## config.mk

```make
export PLATFORM = sky130hd
export DESIGN_NAME = load_balanced_dispatcher_flat
export DESIGN_NICKNAME = d
export VERILOG_FILES = /design/src/sv/ldd_pkg.sv /design/src/sv/ldd_task_if.sv /design/src/sv/ldd_result_if.sv /design/src/sv/load_balanced_dispatcher.sv /design/src/flat_wrapper.sv
export SDC_FILE = /design/constraint.sdc
export NUM_CORES = 1
export LEC_CHECK = 0
export BUFFER_PORTS_ARGS = -buffer_cell sky130_fd_sc_hd__buf_2
export CORE_MARGIN = 2
export CORE_UTILIZATION = 40
export DETAILED_ROUTE_END_ITERATION = 8
export HOLD_SLACK_MARGIN = 0.02
export MAX_ROUTING_LAYER = met4
export SLEW_MARGIN = 25
export SYNTH_ARGS = -nofsm -noshare
export SYNTH_HDL_FRONTEND = slang
export SYNTH_SLANG_ARGS = --single-unit
```

## constraint.sdc

```tcl
create_clock -name clk_i -period 7.51 [get_ports clk_i]
set_input_delay 0 -clock clk_i [delete_from_list [all_inputs] [get_ports clk_i]]
set_output_delay 0 -clock clk_i [all_outputs]
set_load 0.01 [all_outputs]
```

## src/sv/ldd_pkg.sv

```systemverilog
// ----------------------------------------------------------------------------
// ldd_pkg
// Shared widths, constants and sequencer states of the load balanced dispatcher
// ----------------------------------------------------------------------------
package ldd_pkg;

  localparam int unsigned KIND_W   = 3;
  localparam int unsigned WEIGHT_W = 16;
  localparam int unsigned SLOT_W   = 10;
  localparam int unsigned WORKER_W = 3;
  localparam int unsigned SEED_W   = 16;

  localparam logic [SEED_W-1:0] LFSR_POLY = 16'hB400;
  localparam logic [SEED_W-1:0] LFSR_INIT = 16'h0001;

  typedef enum logic [3:0] {
    ST_IDLE,
    ST_SUM,
    ST_THR,
    ST_PIV,
    ST_CMP,
    ST_FALL,
    ST_ADV,
    ST_MUL,
    ST_PICK,
    ST_UPD
  } state_e;

endpackage

```

## src/sv/ldd_task_if.sv

```systemverilog
// ----------------------------------------------------------------------------
// ldd_task_if
// Valid/ready channel carrying one task item into the dispatcher
// ----------------------------------------------------------------------------
interface ldd_task_if;

  logic                         valid;
  logic                         ready;
  logic [ldd_pkg::KIND_W-1:0]   task_kind;
  logic [ldd_pkg::WEIGHT_W-1:0] task_weight;
  logic [ldd_pkg::SLOT_W-1:0]   param_slot;

  modport source (output valid, task_kind, task_weight, param_slot, input ready);
  modport sink   (input valid, task_kind, task_weight, param_slot, output ready);

endinterface

```

## src/sv/ldd_result_if.sv

```systemverilog
// ----------------------------------------------------------------------------
// ldd_result_if
// Valid/ready channel carrying one dispatch result item out of the dispatcher
// ----------------------------------------------------------------------------
interface ldd_result_if;

  logic                         valid;
  logic                         ready;
  logic [ldd_pkg::WORKER_W-1:0] worker;
  logic [ldd_pkg::KIND_W-1:0]   kind_out;
  logic [ldd_pkg::SLOT_W-1:0]   slot_out;
  logic                         used_median;

  modport source (output valid, worker, kind_out, slot_out, used_median, input ready);
  modport sink   (input valid, worker, kind_out, slot_out, used_median, output ready);

endinterface

```

## src/sv/load_balanced_dispatcher.sv

```systemverilog
// ----------------------------------------------------------------------------
// load_balanced_dispatcher
// Picks a lightly loaded worker for each task with an lfsr draw among
// candidates at most 0.8x mean load, else among those at most the upper median
//
//   channel     dir   handshake     payload
//   task_i      in    valid/ready   task_kind, task_weight, param_slot
//   result_o    out   valid/ready   worker, kind_out, slot_out, used_median
//   cfg_*       in    write enable  random seed (16 bits)
//
// per item: sum pass, threshold pass, lfsr step, draw, pick walk and update
// fallback adds a rank search over every pivot and a median candidate pass
// all of it runs through one counter read port and one shared compare/add
// reset clears all load counters and sets the lfsr to 1
// a result waits in the output register; the next item is taken meanwhile
// ----------------------------------------------------------------------------
module load_balanced_dispatcher #(
  parameter int unsigned WORKERS   = 8,
  parameter int unsigned LOAD_BITS = 32
) (
  input  logic                       clk_i,
  input  logic                       rst_ni,
  input  logic                       cfg_we_i,
  input  logic [ldd_pkg::SEED_W-1:0] cfg_wdata_i,
  ldd_task_if.sink                   task_i,
  ldd_result_if.source               result_o
);

  localparam int unsigned IDXW   = $clog2(WORKERS);
  localparam int unsigned CNTW   = $clog2(WORKERS + 1);
  localparam int unsigned SUMW   = LOAD_BITS + $clog2(WORKERS);
  localparam int unsigned FIVE_W = 5 * WORKERS;
  localparam int unsigned PRODW  = LOAD_BITS + $clog2(FIVE_W + 1);
  localparam int unsigned RANK   = WORKERS / 2;
  localparam int unsigned MULW   = ldd_pkg::SEED_W + CNTW;

  localparam logic [IDXW-1:0]      LAST_IDX = IDXW'(WORKERS - 1);
  localparam logic [CNTW-1:0]      RANK_C   = CNTW'(RANK);
  localparam logic [LOAD_BITS-1:0] LOAD_MAX = {LOAD_BITS{1'b1}};

  ldd_pkg::state_e state_q, state_d;

  logic [LOAD_BITS-1:0]         load_q [WORKERS];
  logic [IDXW-1:0]              j_q, j_d, i_q, i_d;
  logic [SUMW-1:0]              sum_q, sum_d;
  logic [WORKERS-1:0]           cand_q, cand_d;
  logic [CNTW-1:0]              count_q, count_d;
  logic [LOAD_BITS-1:0]         pivot_q, pivot_d, med_q, med_d;
  logic [CNTW-1:0]              lt_q, lt_d, le_q, le_d;
  logic [ldd_pkg::SEED_W-1:0]   lfsr_q, lfsr_d;
  logic [CNTW-1:0]              k_q, k_d, seen_q, seen_d;
  logic [IDXW-1:0]              chosen_q, chosen_d;
  logic                         median_q, median_d;
  logic [ldd_pkg::WEIGHT_W-1:0] weight_q;
  logic [ldd_pkg::KIND_W-1:0]   kind_q;
  logic [ldd_pkg::SLOT_W-1:0]   slot_q;

  logic                         out_valid_q, out_valid_d;
  logic [ldd_pkg::WORKER_W-1:0] out_worker_q;
  logic [ldd_pkg::KIND_W-1:0]   out_kind_q;
  logic [ldd_pkg::SLOT_W-1:0]   out_slot_q;
  logic                         out_median_q;

  logic                 in_fire, out_fire, upd_fire, last_j, last_i, hit;
  logic [IDXW-1:0]      rd_idx;
  logic [LOAD_BITS-1:0] rd_data, room, new_load;
  logic [PRODW-1:0]     lhs, rhs;
  logic                 thr_pass;
  logic [CNTW-1:0]      count_nx, lt_nx, le_nx;
  logic [MULW-1:0]      draw;

  assign in_fire  = task_i.valid && task_i.ready;
  assign out_fire = result_o.valid && result_o.ready;
  assign upd_fire = (state_q == ldd_pkg::ST_UPD) && (!out_valid_q || result_o.ready);
  assign last_j   = (j_q == LAST_IDX);
  assign last_i   = (i_q == LAST_IDX);

  // single counter read port
  always_comb begin
    case (state_q)
      ldd_pkg::ST_PIV: rd_idx = i_q;
      ldd_pkg::ST_UPD: rd_idx = chosen_q;
      default:         rd_idx = j_q;
    endcase
  end
  assign rd_data = load_q[rd_idx];

  // shared compare/add unit
  assign lhs      = PRODW'(rd_data) * PRODW'(FIVE_W);
  assign rhs      = PRODW'({sum_q, 2'b00});
  assign thr_pass = (lhs <= rhs);
  assign count_nx = count_q + CNTW'(thr_pass);
  assign lt_nx    = lt_q + CNTW'(rd_data < pivot_q);
  assign le_nx    = le_q + CNTW'(rd_data <= pivot_q);
  assign hit      = cand_q[j_q] && (seen_q == k_q);
  assign room     = LOAD_MAX - rd_data;
  assign new_load = (LOAD_BITS'(weight_q) > room) ? LOAD_MAX
                                                  : rd_data + LOAD_BITS'(weight_q);
  assign draw     = MULW'(lfsr_q) * MULW'(count_q);

  // next state
  always_comb begin
    state_d = state_q;
    case (state_q)
      ldd_pkg::ST_IDLE: if (in_fire) state_d = ldd_pkg::ST_SUM;
      ldd_pkg::ST_SUM:  if (last_j) state_d = ldd_pkg::ST_THR;
      ldd_pkg::ST_THR: begin
        if (last_j) begin
          state_d = (count_nx == '0) ? ldd_pkg::ST_PIV : ldd_pkg::ST_ADV;
        end
      end
      ldd_pkg::ST_PIV:  state_d = ldd_pkg::ST_CMP;
      ldd_pkg::ST_CMP: begin
        if (last_j) state_d = last_i ? ldd_pkg::ST_FALL : ldd_pkg::ST_PIV;
      end
      ldd_pkg::ST_FALL: if (last_j) state_d = ldd_pkg::ST_ADV;
      ldd_pkg::ST_ADV:  state_d = ldd_pkg::ST_MUL;
      ldd_pkg::ST_MUL:  state_d = ldd_pkg::ST_PICK;
      ldd_pkg::ST_PICK: if (hit) state_d = ldd_pkg::ST_UPD;
      ldd_pkg::ST_UPD:  if (upd_fire) state_d = ldd_pkg::ST_IDLE;
      default:          state_d = ldd_pkg::ST_IDLE;
    endcase
  end

  // datapath
  always_comb begin
    j_d      = j_q;
    i_d      = i_q;
    sum_d    = sum_q;
    cand_d   = cand_q;
    count_d  = count_q;
    pivot_d  = pivot_q;
    med_d    = med_q;
    lt_d     = lt_q;
    le_d     = le_q;
    lfsr_d   = lfsr_q;
    k_d      = k_q;
    seen_d   = seen_q;
    chosen_d = chosen_q;
    median_d = median_q;
    case (state_q)
      ldd_pkg::ST_IDLE: begin
        j_d      = '0;
        sum_d    = '0;
        count_d  = '0;
        median_d = 1'b0;
        med_d    = '0;
        if (cfg_we_i) begin
          lfsr_d = (cfg_wdata_i == '0) ? ldd_pkg::LFSR_INIT : cfg_wdata_i;
        end
      end
      ldd_pkg::ST_SUM: begin
        sum_d = sum_q + SUMW'(rd_data);
        j_d   = last_j ? '0 : j_q + 1'b1;
      end
      ldd_pkg::ST_THR: begin
        cand_d[j_q] = thr_pass;
        count_d     = count_nx;
        j_d         = last_j ? '0 : j_q + 1'b1;
        if (last_j && count_nx == '0) begin
          median_d = 1'b1;
          i_d      = '0;
        end
      end
      ldd_pkg::ST_PIV: begin
        pivot_d = rd_data;
        lt_d    = '0;
        le_d    = '0;
        j_d     = '0;
      end
      ldd_pkg::ST_CMP: begin
        lt_d = lt_nx;
        le_d = le_nx;
        j_d  = last_j ? '0 : j_q + 1'b1;
        if (last_j) begin
          if (lt_nx <= RANK_C && RANK_C < le_nx) med_d = pivot_q;
          i_d = i_q + 1'b1;
        end
      end
      ldd_pkg::ST_FALL: begin
        cand_d[j_q] = (rd_data <= med_q);
        count_d     = count_q + CNTW'(rd_data <= med_q);
        j_d         = last_j ? '0 : j_q + 1'b1;
      end
      ldd_pkg::ST_ADV: begin
        lfsr_d = {1'b0, lfsr_q[ldd_pkg::SEED_W-1:1]}
               ^ (lfsr_q[0] ? ldd_pkg::LFSR_POLY : '0);
      end
      ldd_pkg::ST_MUL: begin
        k_d    = draw[ldd_pkg::SEED_W +: CNTW];
        seen_d = '0;
        j_d    = '0;
      end
      ldd_pkg::ST_PICK: begin
        if (hit) begin
          chosen_d = j_q;
        end else begin
          if (cand_q[j_q]) seen_d = seen_q + 1'b1;
          j_d = j_q + 1'b1;
        end
      end
      default: begin
      end
    endcase
  end

  always_comb begin
    out_valid_d = out_valid_q;
    if (out_fire) out_valid_d = 1'b0;
    if (upd_fire) out_valid_d = 1'b1;
  end

  always_ff @(posedge clk_i or negedge rst_ni) begin
    if (!rst_ni) begin
      state_q     <= ldd_pkg::ST_IDLE;
      lfsr_q      <= ldd_pkg::LFSR_INIT;
      out_valid_q <= 1'b0;
      for (int w = 0; w < WORKERS; w++) begin
        load_q[w] <= '0;
      end
    end else begin
      state_q     <= state_d;
      lfsr_q      <= lfsr_d;
      out_valid_q <= out_valid_d;
      if (upd_fire) load_q[chosen_q] <= new_load;
    end
  end

  always_ff @(posedge clk_i) begin
    j_q      <= j_d;
    i_q      <= i_d;
    sum_q    <= sum_d;
    cand_q   <= cand_d;
    count_q  <= count_d;
    pivot_q  <= pivot_d;
    med_q    <= med_d;
    lt_q     <= lt_d;
    le_q     <= le_d;
    k_q      <= k_d;
    seen_q   <= seen_d;
    chosen_q <= chosen_d;
    median_q <= median_d;
    if (in_fire) begin
      weight_q <= task_i.task_weight;
      kind_q   <= task_i.task_kind;
      slot_q   <= task_i.param_slot;
    end
    if (upd_fire) begin
      out_worker_q <= ldd_pkg::WORKER_W'(chosen_q);
      out_kind_q   <= kind_q;
      out_slot_q   <= slot_q;
      out_median_q <= median_q;
    end
  end

  assign task_i.ready         = (state_q == ldd_pkg::ST_IDLE);
  assign result_o.valid       = out_valid_q;
  assign result_o.worker      = out_worker_q;
  assign result_o.kind_out    = out_kind_q;
  assign result_o.slot_out    = out_slot_q;
  assign result_o.used_median = out_median_q;

`ifndef SYNTHESIS
  a_lfsr_nonzero: assert property (@(posedge clk_i) disable iff (!rst_ni)
    lfsr_q != '0) else $error("lfsr reached zero");

  a_count_matches: assert property (@(posedge clk_i) disable iff (!rst_ni)
    state_q == ldd_pkg::ST_ADV |-> $countones(cand_q) == 32'(count_q))
    else $error("candidate count mismatch");

  a_draw_in_range: assert property (@(posedge clk_i) disable iff (!rst_ni)
    state_q == ldd_pkg::ST_PICK |-> k_q < count_q && cand_q != '0)
    else $error("draw outside candidate set");

  a_update_emits: assert property (@(posedge clk_i) disable iff (!rst_ni)
    upd_fire |=> result_o.valid && state_q == ldd_pkg::ST_IDLE)
    else $error("update without result");
`endif

endmodule
```

## src/flat_wrapper.sv

```systemverilog
// flat-port wrapper written by rule: the top's interface ports become plain ports
module load_balanced_dispatcher_flat 
#(
  parameter int unsigned WORKERS   = 8,
  parameter int unsigned LOAD_BITS = 32
)
  (clk_i, rst_ni, cfg_we_i, cfg_wdata_i, task_i_valid, task_i_task_kind, task_i_task_weight, task_i_param_slot, task_i_ready, result_o_valid, result_o_worker, result_o_kind_out, result_o_slot_out, result_o_used_median, result_o_ready);
  ldd_task_if task_i_i ();
  ldd_result_if result_o_i ();
  input  logic clk_i;
  input  logic rst_ni;
  input  logic cfg_we_i;
  input  logic [ldd_pkg::SEED_W-1:0] cfg_wdata_i;
  input wire logic [$bits(task_i_i.valid)-1:0] task_i_valid;
  input wire logic [$bits(task_i_i.task_kind)-1:0] task_i_task_kind;
  input wire logic [$bits(task_i_i.task_weight)-1:0] task_i_task_weight;
  input wire logic [$bits(task_i_i.param_slot)-1:0] task_i_param_slot;
  output wire logic [$bits(task_i_i.ready)-1:0] task_i_ready;
  output wire logic [$bits(result_o_i.valid)-1:0] result_o_valid;
  output wire logic [$bits(result_o_i.worker)-1:0] result_o_worker;
  output wire logic [$bits(result_o_i.kind_out)-1:0] result_o_kind_out;
  output wire logic [$bits(result_o_i.slot_out)-1:0] result_o_slot_out;
  output wire logic [$bits(result_o_i.used_median)-1:0] result_o_used_median;
  input wire logic [$bits(result_o_i.ready)-1:0] result_o_ready;
  assign task_i_i.valid = task_i_valid;
  assign task_i_i.task_kind = task_i_task_kind;
  assign task_i_i.task_weight = task_i_task_weight;
  assign task_i_i.param_slot = task_i_param_slot;
  assign task_i_ready = task_i_i.ready;
  assign result_o_valid = result_o_i.valid;
  assign result_o_worker = result_o_i.worker;
  assign result_o_kind_out = result_o_i.kind_out;
  assign result_o_slot_out = result_o_i.slot_out;
  assign result_o_used_median = result_o_i.used_median;
  assign result_o_i.ready = result_o_ready;
  load_balanced_dispatcher #(.WORKERS(WORKERS), .LOAD_BITS(LOAD_BITS)) u_core (.clk_i(clk_i), .rst_ni(rst_ni), .cfg_we_i(cfg_we_i), .cfg_wdata_i(cfg_wdata_i), .task_i(task_i_i), .result_o(result_o_i));
endmodule
```

==> out/qor.yml, run 1 <==
overall_die_height_um: 270.2
grt_start_max_net_pins: 149
groute.layer.met3.usage_pct: 2.694
synthMuxAreaShare_pct: 4.475
total_of_warnings_raised_by_yosys: 0
ioPinCount: 69
fmax_ghz: 0.1388
cts_sinks: 460
global_route.usage.met2_pct: 35.58
critical_path.n_buffers_inverters: 6
syn_area_per_cell_um2: 9.640
biggest_fanout_along_the_worst_timing_path: 6
width_of_the_die_um: 270.2
critPathCaptureType: "flop"
worst_slew_margin_rel_pct: 32.47
row_count: 97
status: "finished, final reports clean"
global_route.usage.met1_pct: 27.95
min_path_type: "in -> reg"
drt_iter0_markers: 1946
tightest_slew_ns: 1.012
drtPass1Iterations: 7
layout.nets: 3527
clk_path_buf_depth: 3
synth_simple_gate_area_share_pct: 16.08
largest_family_of_logic_cells_by_synthesized_area: "simple AND/OR/NAND/NOR gates"
via_per_inst: 5.496
min_period_ns: 7.206
number_of_synthesized_flops_with_an_enable_pin: 183
cts_max_level: 2
post_route_cells_drive_above_1_share_pct: 16.00
worst_path_most_repeated_cell: "buf_4"
report.final.hold_viol_count: 0
grt_overflow: 0
fin_crit_sh_pct: 95.95
initial_core_util_pct: 40.42
critical_path_class: "reg -> reg"
finalSetupTns_ns: 0
die_area_um2: 73030
port-buffer-count: 68
antenna_found_initial: 0
cp.required_ns: 7.85
fraction_of_synthesized_cell_area_in_xor_and_xnor_cells_pct: 3.019
synthAdderAreaFrac_pct: 12.80
worst_path_largest_cell_delay_ns: 0.45
cp_data_arrival_time_ns: 7.55
area_delta_synth_final_pct: 19.64
route.vias.total: 23000
netlist_instances: 2941
net_count_after_synthesis: 3263
ctsRootBufferMaster: "clkbuf_16"
setup.worst_path.start_class: "flop"
num_antenna_cells: 0
critical_path.top_delay_family: "compound AO/OA/AOI/OAI gates"
insertion_delay_ns: 0.62
fraction_of_the_yosys_area_taken_by_sequential_cells_pct: 43.83
grt_pass1_wl_mm: 123.6
global_route.usage.total_pct: 21.66
dpl.hpwl_mm: 53.79
ant_nets: 0
synth_flop_cell: "dfrtp_1"
synth_seq_cells: 460
postSynth.asyncResetShare_pct: 60.22
yosys.cell_types.count: 92
clock_skew_ns: 0.03864
standard_cell_core_area_um2: 70150
detail_route.drc_violations: 0
post_detailed_routing_wire_length_mm: 79.25
layout_common_cells: "nor2_1 (360), nand2_1 (303), dfrtp_1 (274)"
final-setup-viol-count: 0
clk_transition_reported_paths_ns: 0.06
vias_in_the_first_global_route: 22810
final-max-slew-violation-count: 0
cell_area_synth_um2: 28350
mostFrequentLayoutCell: "nor2_1"
fraction_of_the_mapped_netlist_area_in_compound_gates_pct: 15.34
cts_made_buffers: 51
critPathSlowestCell: "dfrtp_2"
tritoncts: "built"
finalWeightedCongestion: 0.9261
global_route.peak_usage_layer: "met2"
wl_per_cell_um: 18.94
drv.max_cap_violation_count: 0
n_fill_cell: 6487
## Yosys cell counts (all sizes together), types with 9 or more instances
cell	n	area share (%)
a211oi	17	0.45
a21o	77	2.0
a21oi	243	4.7
a311oi	9	0.28
a31oi	93	2.1
and2	34	0.75
and3	10	0.22
buf	40	1.0
clkbuf	96	1.3
dfrtp	276	24
edfxtp	183	19
fa	30	2.1
ha	242	11
inv	164	2.2
mux2	12	0.49
mux2i	90	3.2
mux4	10	0.79
nand2	308	4.2
nand2b	28	0.64
nand3	115	2.1
nand4	39	0.88
nor2	370	4.9
nor2b	20	0.44
nor3	42	0.80
nor4	13	0.38
o21a	24	0.64
o21ai	137	2.5
o21bai	15	0.40
or3	9	0.20
xnor2	67	2.1
xor2	29	0.90
## worst min-delay path, delay by kind of cell
family,cells,cell delay (ns)
muxes,1,0.07
AOI/OAI and AO/OA,3,0.49
buffers and inverters,1,0.11
## kinds of logic (layout without fill, tap and decap cells)
family	count (synthesis)	after routing
AOI/OAI and AO/OA	692	693
and+or+nand+nor	1008	1009
buffers and inverters	301	602
muxes	112	112
adders and majority gates	272	272
DFF	460	460
xor gates and xnor gates	96	96
## state kept, by name, summed over array words and instances, names as in the netlist, 4 cells and up
name                      cells
u_core.load_q               256
u_core.sum_q                 35
u_core.med_q                 32
u_core.pivot_q               32
u_core.lfsr_q                16
u_core.weight_q              16
u_core.result_o.slot_out     10
u_core.slot_q                10
u_core.cand_q                 8
u_core.count_q                4
u_core.k_q                    4
u_core.le_q                   4
u_core.lt_q                   4
u_core.seen_q                 4
u_core.state_q                4
## per-layer routing
layer | share of wire (%) | wire length, µm
met5 | 0 | 0
met4 | 2.8 | 2217
met3 | 5.8 | 4583
met2 | 48 | 37810
met1 | 44 | 34640
## path summary, 6_finish.rpt
kind | startpoint | endpoint | slack, ns | cells past startpoint
max in group asynchronous | rst_ni | u_core.lfsr_q[4]$_DFFE_PN0P_ | 5.44 | 5
min | task_i_valid | u_core.state_q[2]$_DFFE_PN0P_ | 0.09 | 5
max reg2reg | u_core.state_q[3]$_DFFE_PN0P_ | u_core.median_q$_DFFE_PP_ | 0.30 | 38
max | u_core.state_q[3]$_DFFE_PN0P_ | u_core.median_q$_DFFE_PP_ | 0.30 | 38
min in group asynchronous | rst_ni | u_core.load_q[155]$_DFFE_PN0P_ | 0.46 | 3
min reg2reg | u_core.slot_q[6]$_DFFE_PP_ | u_core.result_o.slot_out[6]$_DFFE_PP_ | 0.42 | 0
## repair_timing
item / 4_1_cts / 5_1_grt
endpoints found under the setup margin: 6 / 10
endpoints found under the hold margin: 176 / 65
cloned: 0 / 6
buffers inserted: 3 / 28
pin swaps: 0 / 27
hold buffers: 48 / 1
resized for setup: 3 / 89
## area by class of cell
class	count	area, µm²	share of cell area, %
clock buffers	69	1424	4.198
clock inverters	23	269.0	0.7930
inverters	165	619.3	1.826
multi-input cells	2182	15160	44.68
flip-flops and latches	460	12430	36.65
well taps	940	1176	3.467
repair buffers	345	2845	8.388
## stage by stage
| step | cell area (µm²) | std cells | worst slack, ns | hold slack, ns | util, % |
|---|---|---|---|---|---|
| final | 33920 | 4184 | 0.3039 | 0.08790 | 48.36 |
| after global routing | 33920 | 4184 | -0.1510 | 0.07584 | 48.36 |
| after CTS | 33160 | 4148 | 0.01332 | 0.05970 | 47.26 |
| after detailed placement | 30950 | 4005 | -0.1743 | 0.1781 | 44.12 |
| after global placement | 30950 | 4005 | 0.008932 | 0.1761 | 44.12 |
| after floorplan | 28380 | 2941 | 0.003377 | -0.2956 | - |
Power of run 1 is left out: the tool's default activity adds up to more than one toggle a clock period on the data nets, which glitch-free logic cannot reach.
==> inputs of run 2 (changes only) <==
--- a/config.mk
+++ b/config.mk
@@ -5,6 +5,7 @@
 export SDC_FILE = /design/constraint.sdc
 export NUM_CORES = 1
 export LEC_CHECK = 0
+export ABC_AREA = 1
 export BUFFER_PORTS_ARGS = -buffer_cell sky130_fd_sc_hd__buf_2
 export CORE_MARGIN = 2
 export CORE_UTILIZATION = 40
==> constraint.sdc (replaced) <==
create_clock -name clk_i -period 7.51 [get_ports clk_i]
set_input_delay 0.3755 -clock clk_i [delete_from_list [all_inputs] [get_ports clk_i]]
set_output_delay 0.3755 -clock clk_i [all_outputs]
set_load 0.01 [all_outputs]
==> run 2 against run 1 <==
Hold slack worse by 0.045 ns. Fmax up 2.3%. Critical path depth up 6. Setup slack better by 0.16 ns. Routed wire length up 2.9%. Global-route usage up 0.84 points. Largest cell class unchanged. Highest routed layer unchanged.
==> out/qor.yml, run 2 <==
reg_top3: "u_core.load_q (256), u_core.sum_q (35)"  # unchanged
worst_path_most_repeated_cell: "nand2_1"  # was buf_4
yosys.cell_types.count: 61  # was 92
postSynth.asyncResetShare_pct: 60.22  # unchanged
critical_path.top_delay_family: "simple AND/OR/NAND/NOR gates"  # was compound AO/OA/AOI/OAI gates
ant_nets: 0  # unchanged
global_route.peak_usage_layer: "met2"  # unchanged
biggest_fanout_along_the_worst_timing_path: 34  # was 6
global_route.usage.met2_pct: 34.56  # was 35.58%
fmax_ghz: 0.1420  # was 0.1388 GHz
vias_in_the_first_global_route: 23410  # was 22,810
clk_transition_reported_paths_ns: 0.06  # about the same
post_detailed_routing_wire_length_mm: 81.54  # was 79.25 mm
number_of_synthesized_flops_with_an_enable_pin: 183  # unchanged
detail_route.drc_violations: 0  # unchanged
critPathSlowestCell: "dfrtp_1"  # was dfrtp_2
via_per_inst: 5.170  # was 5.496
setup_ws_ns: 0.4664  # was 0.3039 ns
reg2regPathDepth: 44  # was 38
ioPinCount: 69  # unchanged
syn_area_per_cell_um2: 8.148  # was 9.640 µm²
timing.critical_path.depth: 44  # was 38
critical_path.n_buffers_inverters: 6  # unchanged
tightest_slew_ns: 1.086  # was 1.012 ns
synth_common_cells: "nand2_1 (980), inv_1 (427), dfrtp_1 (276), nor2_1 (254), ha_1 (242)"  # was nor2_1 (369), nand2_1 (305), dfrtp_1 (276), ha_1 (242), a21oi_1 (231)
post_route_cells_drive_above_1_share_pct: 10.42  # was 16.00%
drt_iter0_markers: 1931  # was 1,946
cts_made_buffers: 53  # was 51
worst_slew_margin_rel_pct: 26.85  # was 32.47%
initial_core_util_pct: 40.57  # was 40.42%
global_route.usage.met1_pct: 31.66  # was 27.95%
fin_crit_sh_pct: 93.79  # was 95.95%
ctsRootBufferMaster: "clkbuf_16"  # unchanged
cp_data_arrival_time_ns: 7.38  # was 7.55 ns
cts_max_level: 2  # unchanged
grt_start_max_net_pins: 164  # was 149
grt_pass1_wl_mm: 129.8  # was 123.6 mm
cts_sinks: 460  # unchanged
cp.required_ns: 7.84  # was 7.85 ns
dpl.hpwl_mm: 57.46  # was 53.79 mm
critical_path_class: "reg -> reg"  # unchanged
max_flop_register: "u_core.load_q"  # unchanged
synth_top_area_cell: "dfrtp_1"  # unchanged
drtPass1Iterations: 8  # was 7
finalWeightedCongestion: 0.8909  # was 0.9261
status: "finished, final reports clean"  # unchanged
post-place-ws_ns: -0.1570  # was -0.1743 ns
worst_path_largest_cell_delay_ns: 0.42  # was 0.45 ns
width_of_the_die_um: 274.0  # was 270.2 µm
route.vias.total: 24470  # was 23,000
groute.layer.met3.usage_pct: 3.065  # was 2.694%
netlist_instances: 3578  # was 2,941
hold_path_depth: 3  # was 5
layout.nets: 4061  # was 3,527
tritoncts: "built"  # unchanged
clk_path_buf_depth: 3  # unchanged
drv.max_cap_violation_count: 0  # unchanged
clock_skew_ns: 0.05594  # was 0.03864 ns
synth_top_area_share_pct: 23.69  # was 24.36%
fraction_of_the_yosys_area_taken_by_sequential_cells_pct: 42.63  # was 43.83%
seq_area_um2: 12430  # about the same
standard_cell_core_area_um2: 71850  # was 70,150 µm²
multi_input_comb_area_um2: 14720  # was 15,160 µm²
max_ffs_per_register: 256  # unchanged
die_area_um2: 75060  # was 73,030 µm²
antenna_found_initial: 0  # unchanged
overall_die_height_um: 274.0  # was 270.2 µm
synth_seq_cells: 460  # unchanged
final-setup-viol-count: 0  # unchanged
insertion_delay_ns: 0.65  # was 0.62 ns
post_synth_main_area_contributors: "dfrtp_1 (24%), edfxtp_1 (19%), nand2_1 (13%)"  # was dfrtp_1 (24%), edfxtp_1 (19%), ha_1 (11%)
global_route.usage.total_pct: 22.50  # was 21.66%
wl_per_cell_um: 17.23  # was 18.94 µm
min_period_ns: 7.044  # was 7.206 ns
mostFrequentLayoutCell: "nand2_1"  # was nor2_1
net_count_after_synthesis: 3900  # was 3,263
area_delta_synth_final_pct: 15.47  # was 19.64%
min_path_type: "in -> reg"  # unchanged
grt_overflow: 0  # unchanged
report.final.hold_viol_count: 0  # unchanged
port-buffer-count: 68  # unchanged
cell_area_synth_um2: 29150  # was 28,350 µm²
row_count: 98  # was 97
num_antenna_cells: 0  # unchanged
n_fill_cell: 7134  # was 6,487
layout_common_cells: "nand2_1 (978), inv_1 (427), dfrtp_1 (275)"  # was nor2_1 (360), nand2_1 (303), dfrtp_1 (274)
yosysMostFrequentCell: "nand2_1"  # was nor2_1
final-max-slew-violation-count: 0  # unchanged
setup.worst_path.start_class: "flop"  # unchanged
critPathCaptureType: "flop"  # unchanged
total_of_warnings_raised_by_yosys: 0  # unchanged
synth_flop_cell: "dfrtp_1"  # unchanged
## run 2: cell count changes after synthesis, sizes merged, moves of 27 or more
cell,change
nand2,+684
inv,+274
o21ai,+119
nor2,-105
mux2i,-90
nand3,+89
a21o,-67
xnor2,-41
and2,-34
nand2b,-28
a31oi,-27
## run 2: cell families after synthesis
family | after synthesis | share of synthesized area [%]
AO/OA/AOI/OAI | 661 | 12.81
AND/OR/NAND/NOR | 1555 | 22.34
buffers and inverters | 570 | 7.961
flip-flops | 460 | 42.63
XOR/XNOR | 59 | 1.773
adder cells (fa/ha/maj) | 272 | 12.45
multiplexers | 1 | 0.03862
## run 2: worst paths after layout
check	start	end	slack, ns
worst max-delay path	u_core.state_q[3]$_DFFE_PN0P_	u_core.i_q[0]$_SDFFCE_PN0P_	0.47
min in group asynchronous	rst_ni	u_core.load_q[158]$_DFFE_PN0P_	0.35
worst max register to register	u_core.state_q[3]$_DFFE_PN0P_	u_core.i_q[0]$_SDFFCE_PN0P_	0.47
worst min register to register	u_core.kind_q[1]$_DFFE_PP_	u_core.result_o.kind_out[1]$_DFFE_PP_	0.42
worst min-delay path	cfg_wdata_i[4]	u_core.lfsr_q[4]$_DFFE_PN0P_	0.04
max in group asynchronous	rst_ni	u_core.state_q[2]$_DFFE_PN0P_	5.64
## run 2: layout make-up
| type | instances | area share [%] |
|---|---|---|
| clock inverter | 20 | 0.6876 |
| multi-input combinational | 2550 | 43.74 |
| tap | 950 | 3.531 |
| timing repair buffer | 232 | 5.445 |
| clock buffer | 79 | 4.735 |
| inverter | 442 | 4.936 |
| sequential | 460 | 36.92 |
## run 2: per-stage QoR
step                util, %  instance area (µm²)  std cells  setup TNS, ns  hold slack (ns)
finish                46.85                33660       4733              0          0.04328
global route          46.85                33660       4733       -0.03470          0.04306
CTS                   46.31                33270       4716              0          0.02163
detailed placement    43.20                31040       4578        -0.5428           0.4045
global placement      43.20                31040       4578       -0.08645           0.4007
floorplan                 -                29190       3578              0          0.07991
## run 2: worst register-to-register path: cells and delay by family, from the launching register on
kind,cells,cell delay [ns]
XOR/XNOR,2,0.35
adder cells (fa/ha/maj),5,1.24
AND/OR/NAND/NOR,22,2.43
AO/OA/AOI/OAI,9,1.45
buffers and inverters,6,0.86
flip-flops,1,0.42
## run 2: repair_timing
item                       in CTS  in global routing
setup endpoints to repair       5                  9
hold endpoints to repair      152                  0
resized for setup               4                 55
cloned                          0                  4
setup buffers                   0                 13
hold buffers                   39                  0
pin swaps                       0                 15
## run 2: metal layers
| layer | vias to the layer above | wire length [µm] |
|---|---|---|
| met5 | - | 0 |
| met4 | 0 | 1452 |
| met3 | 89 | 4008 |
| met2 | 504 | 36240 |
| met1 | 11670 | 39840 |
| li1 | 12210 | - |
Power of run 2 is left out for the same reason.
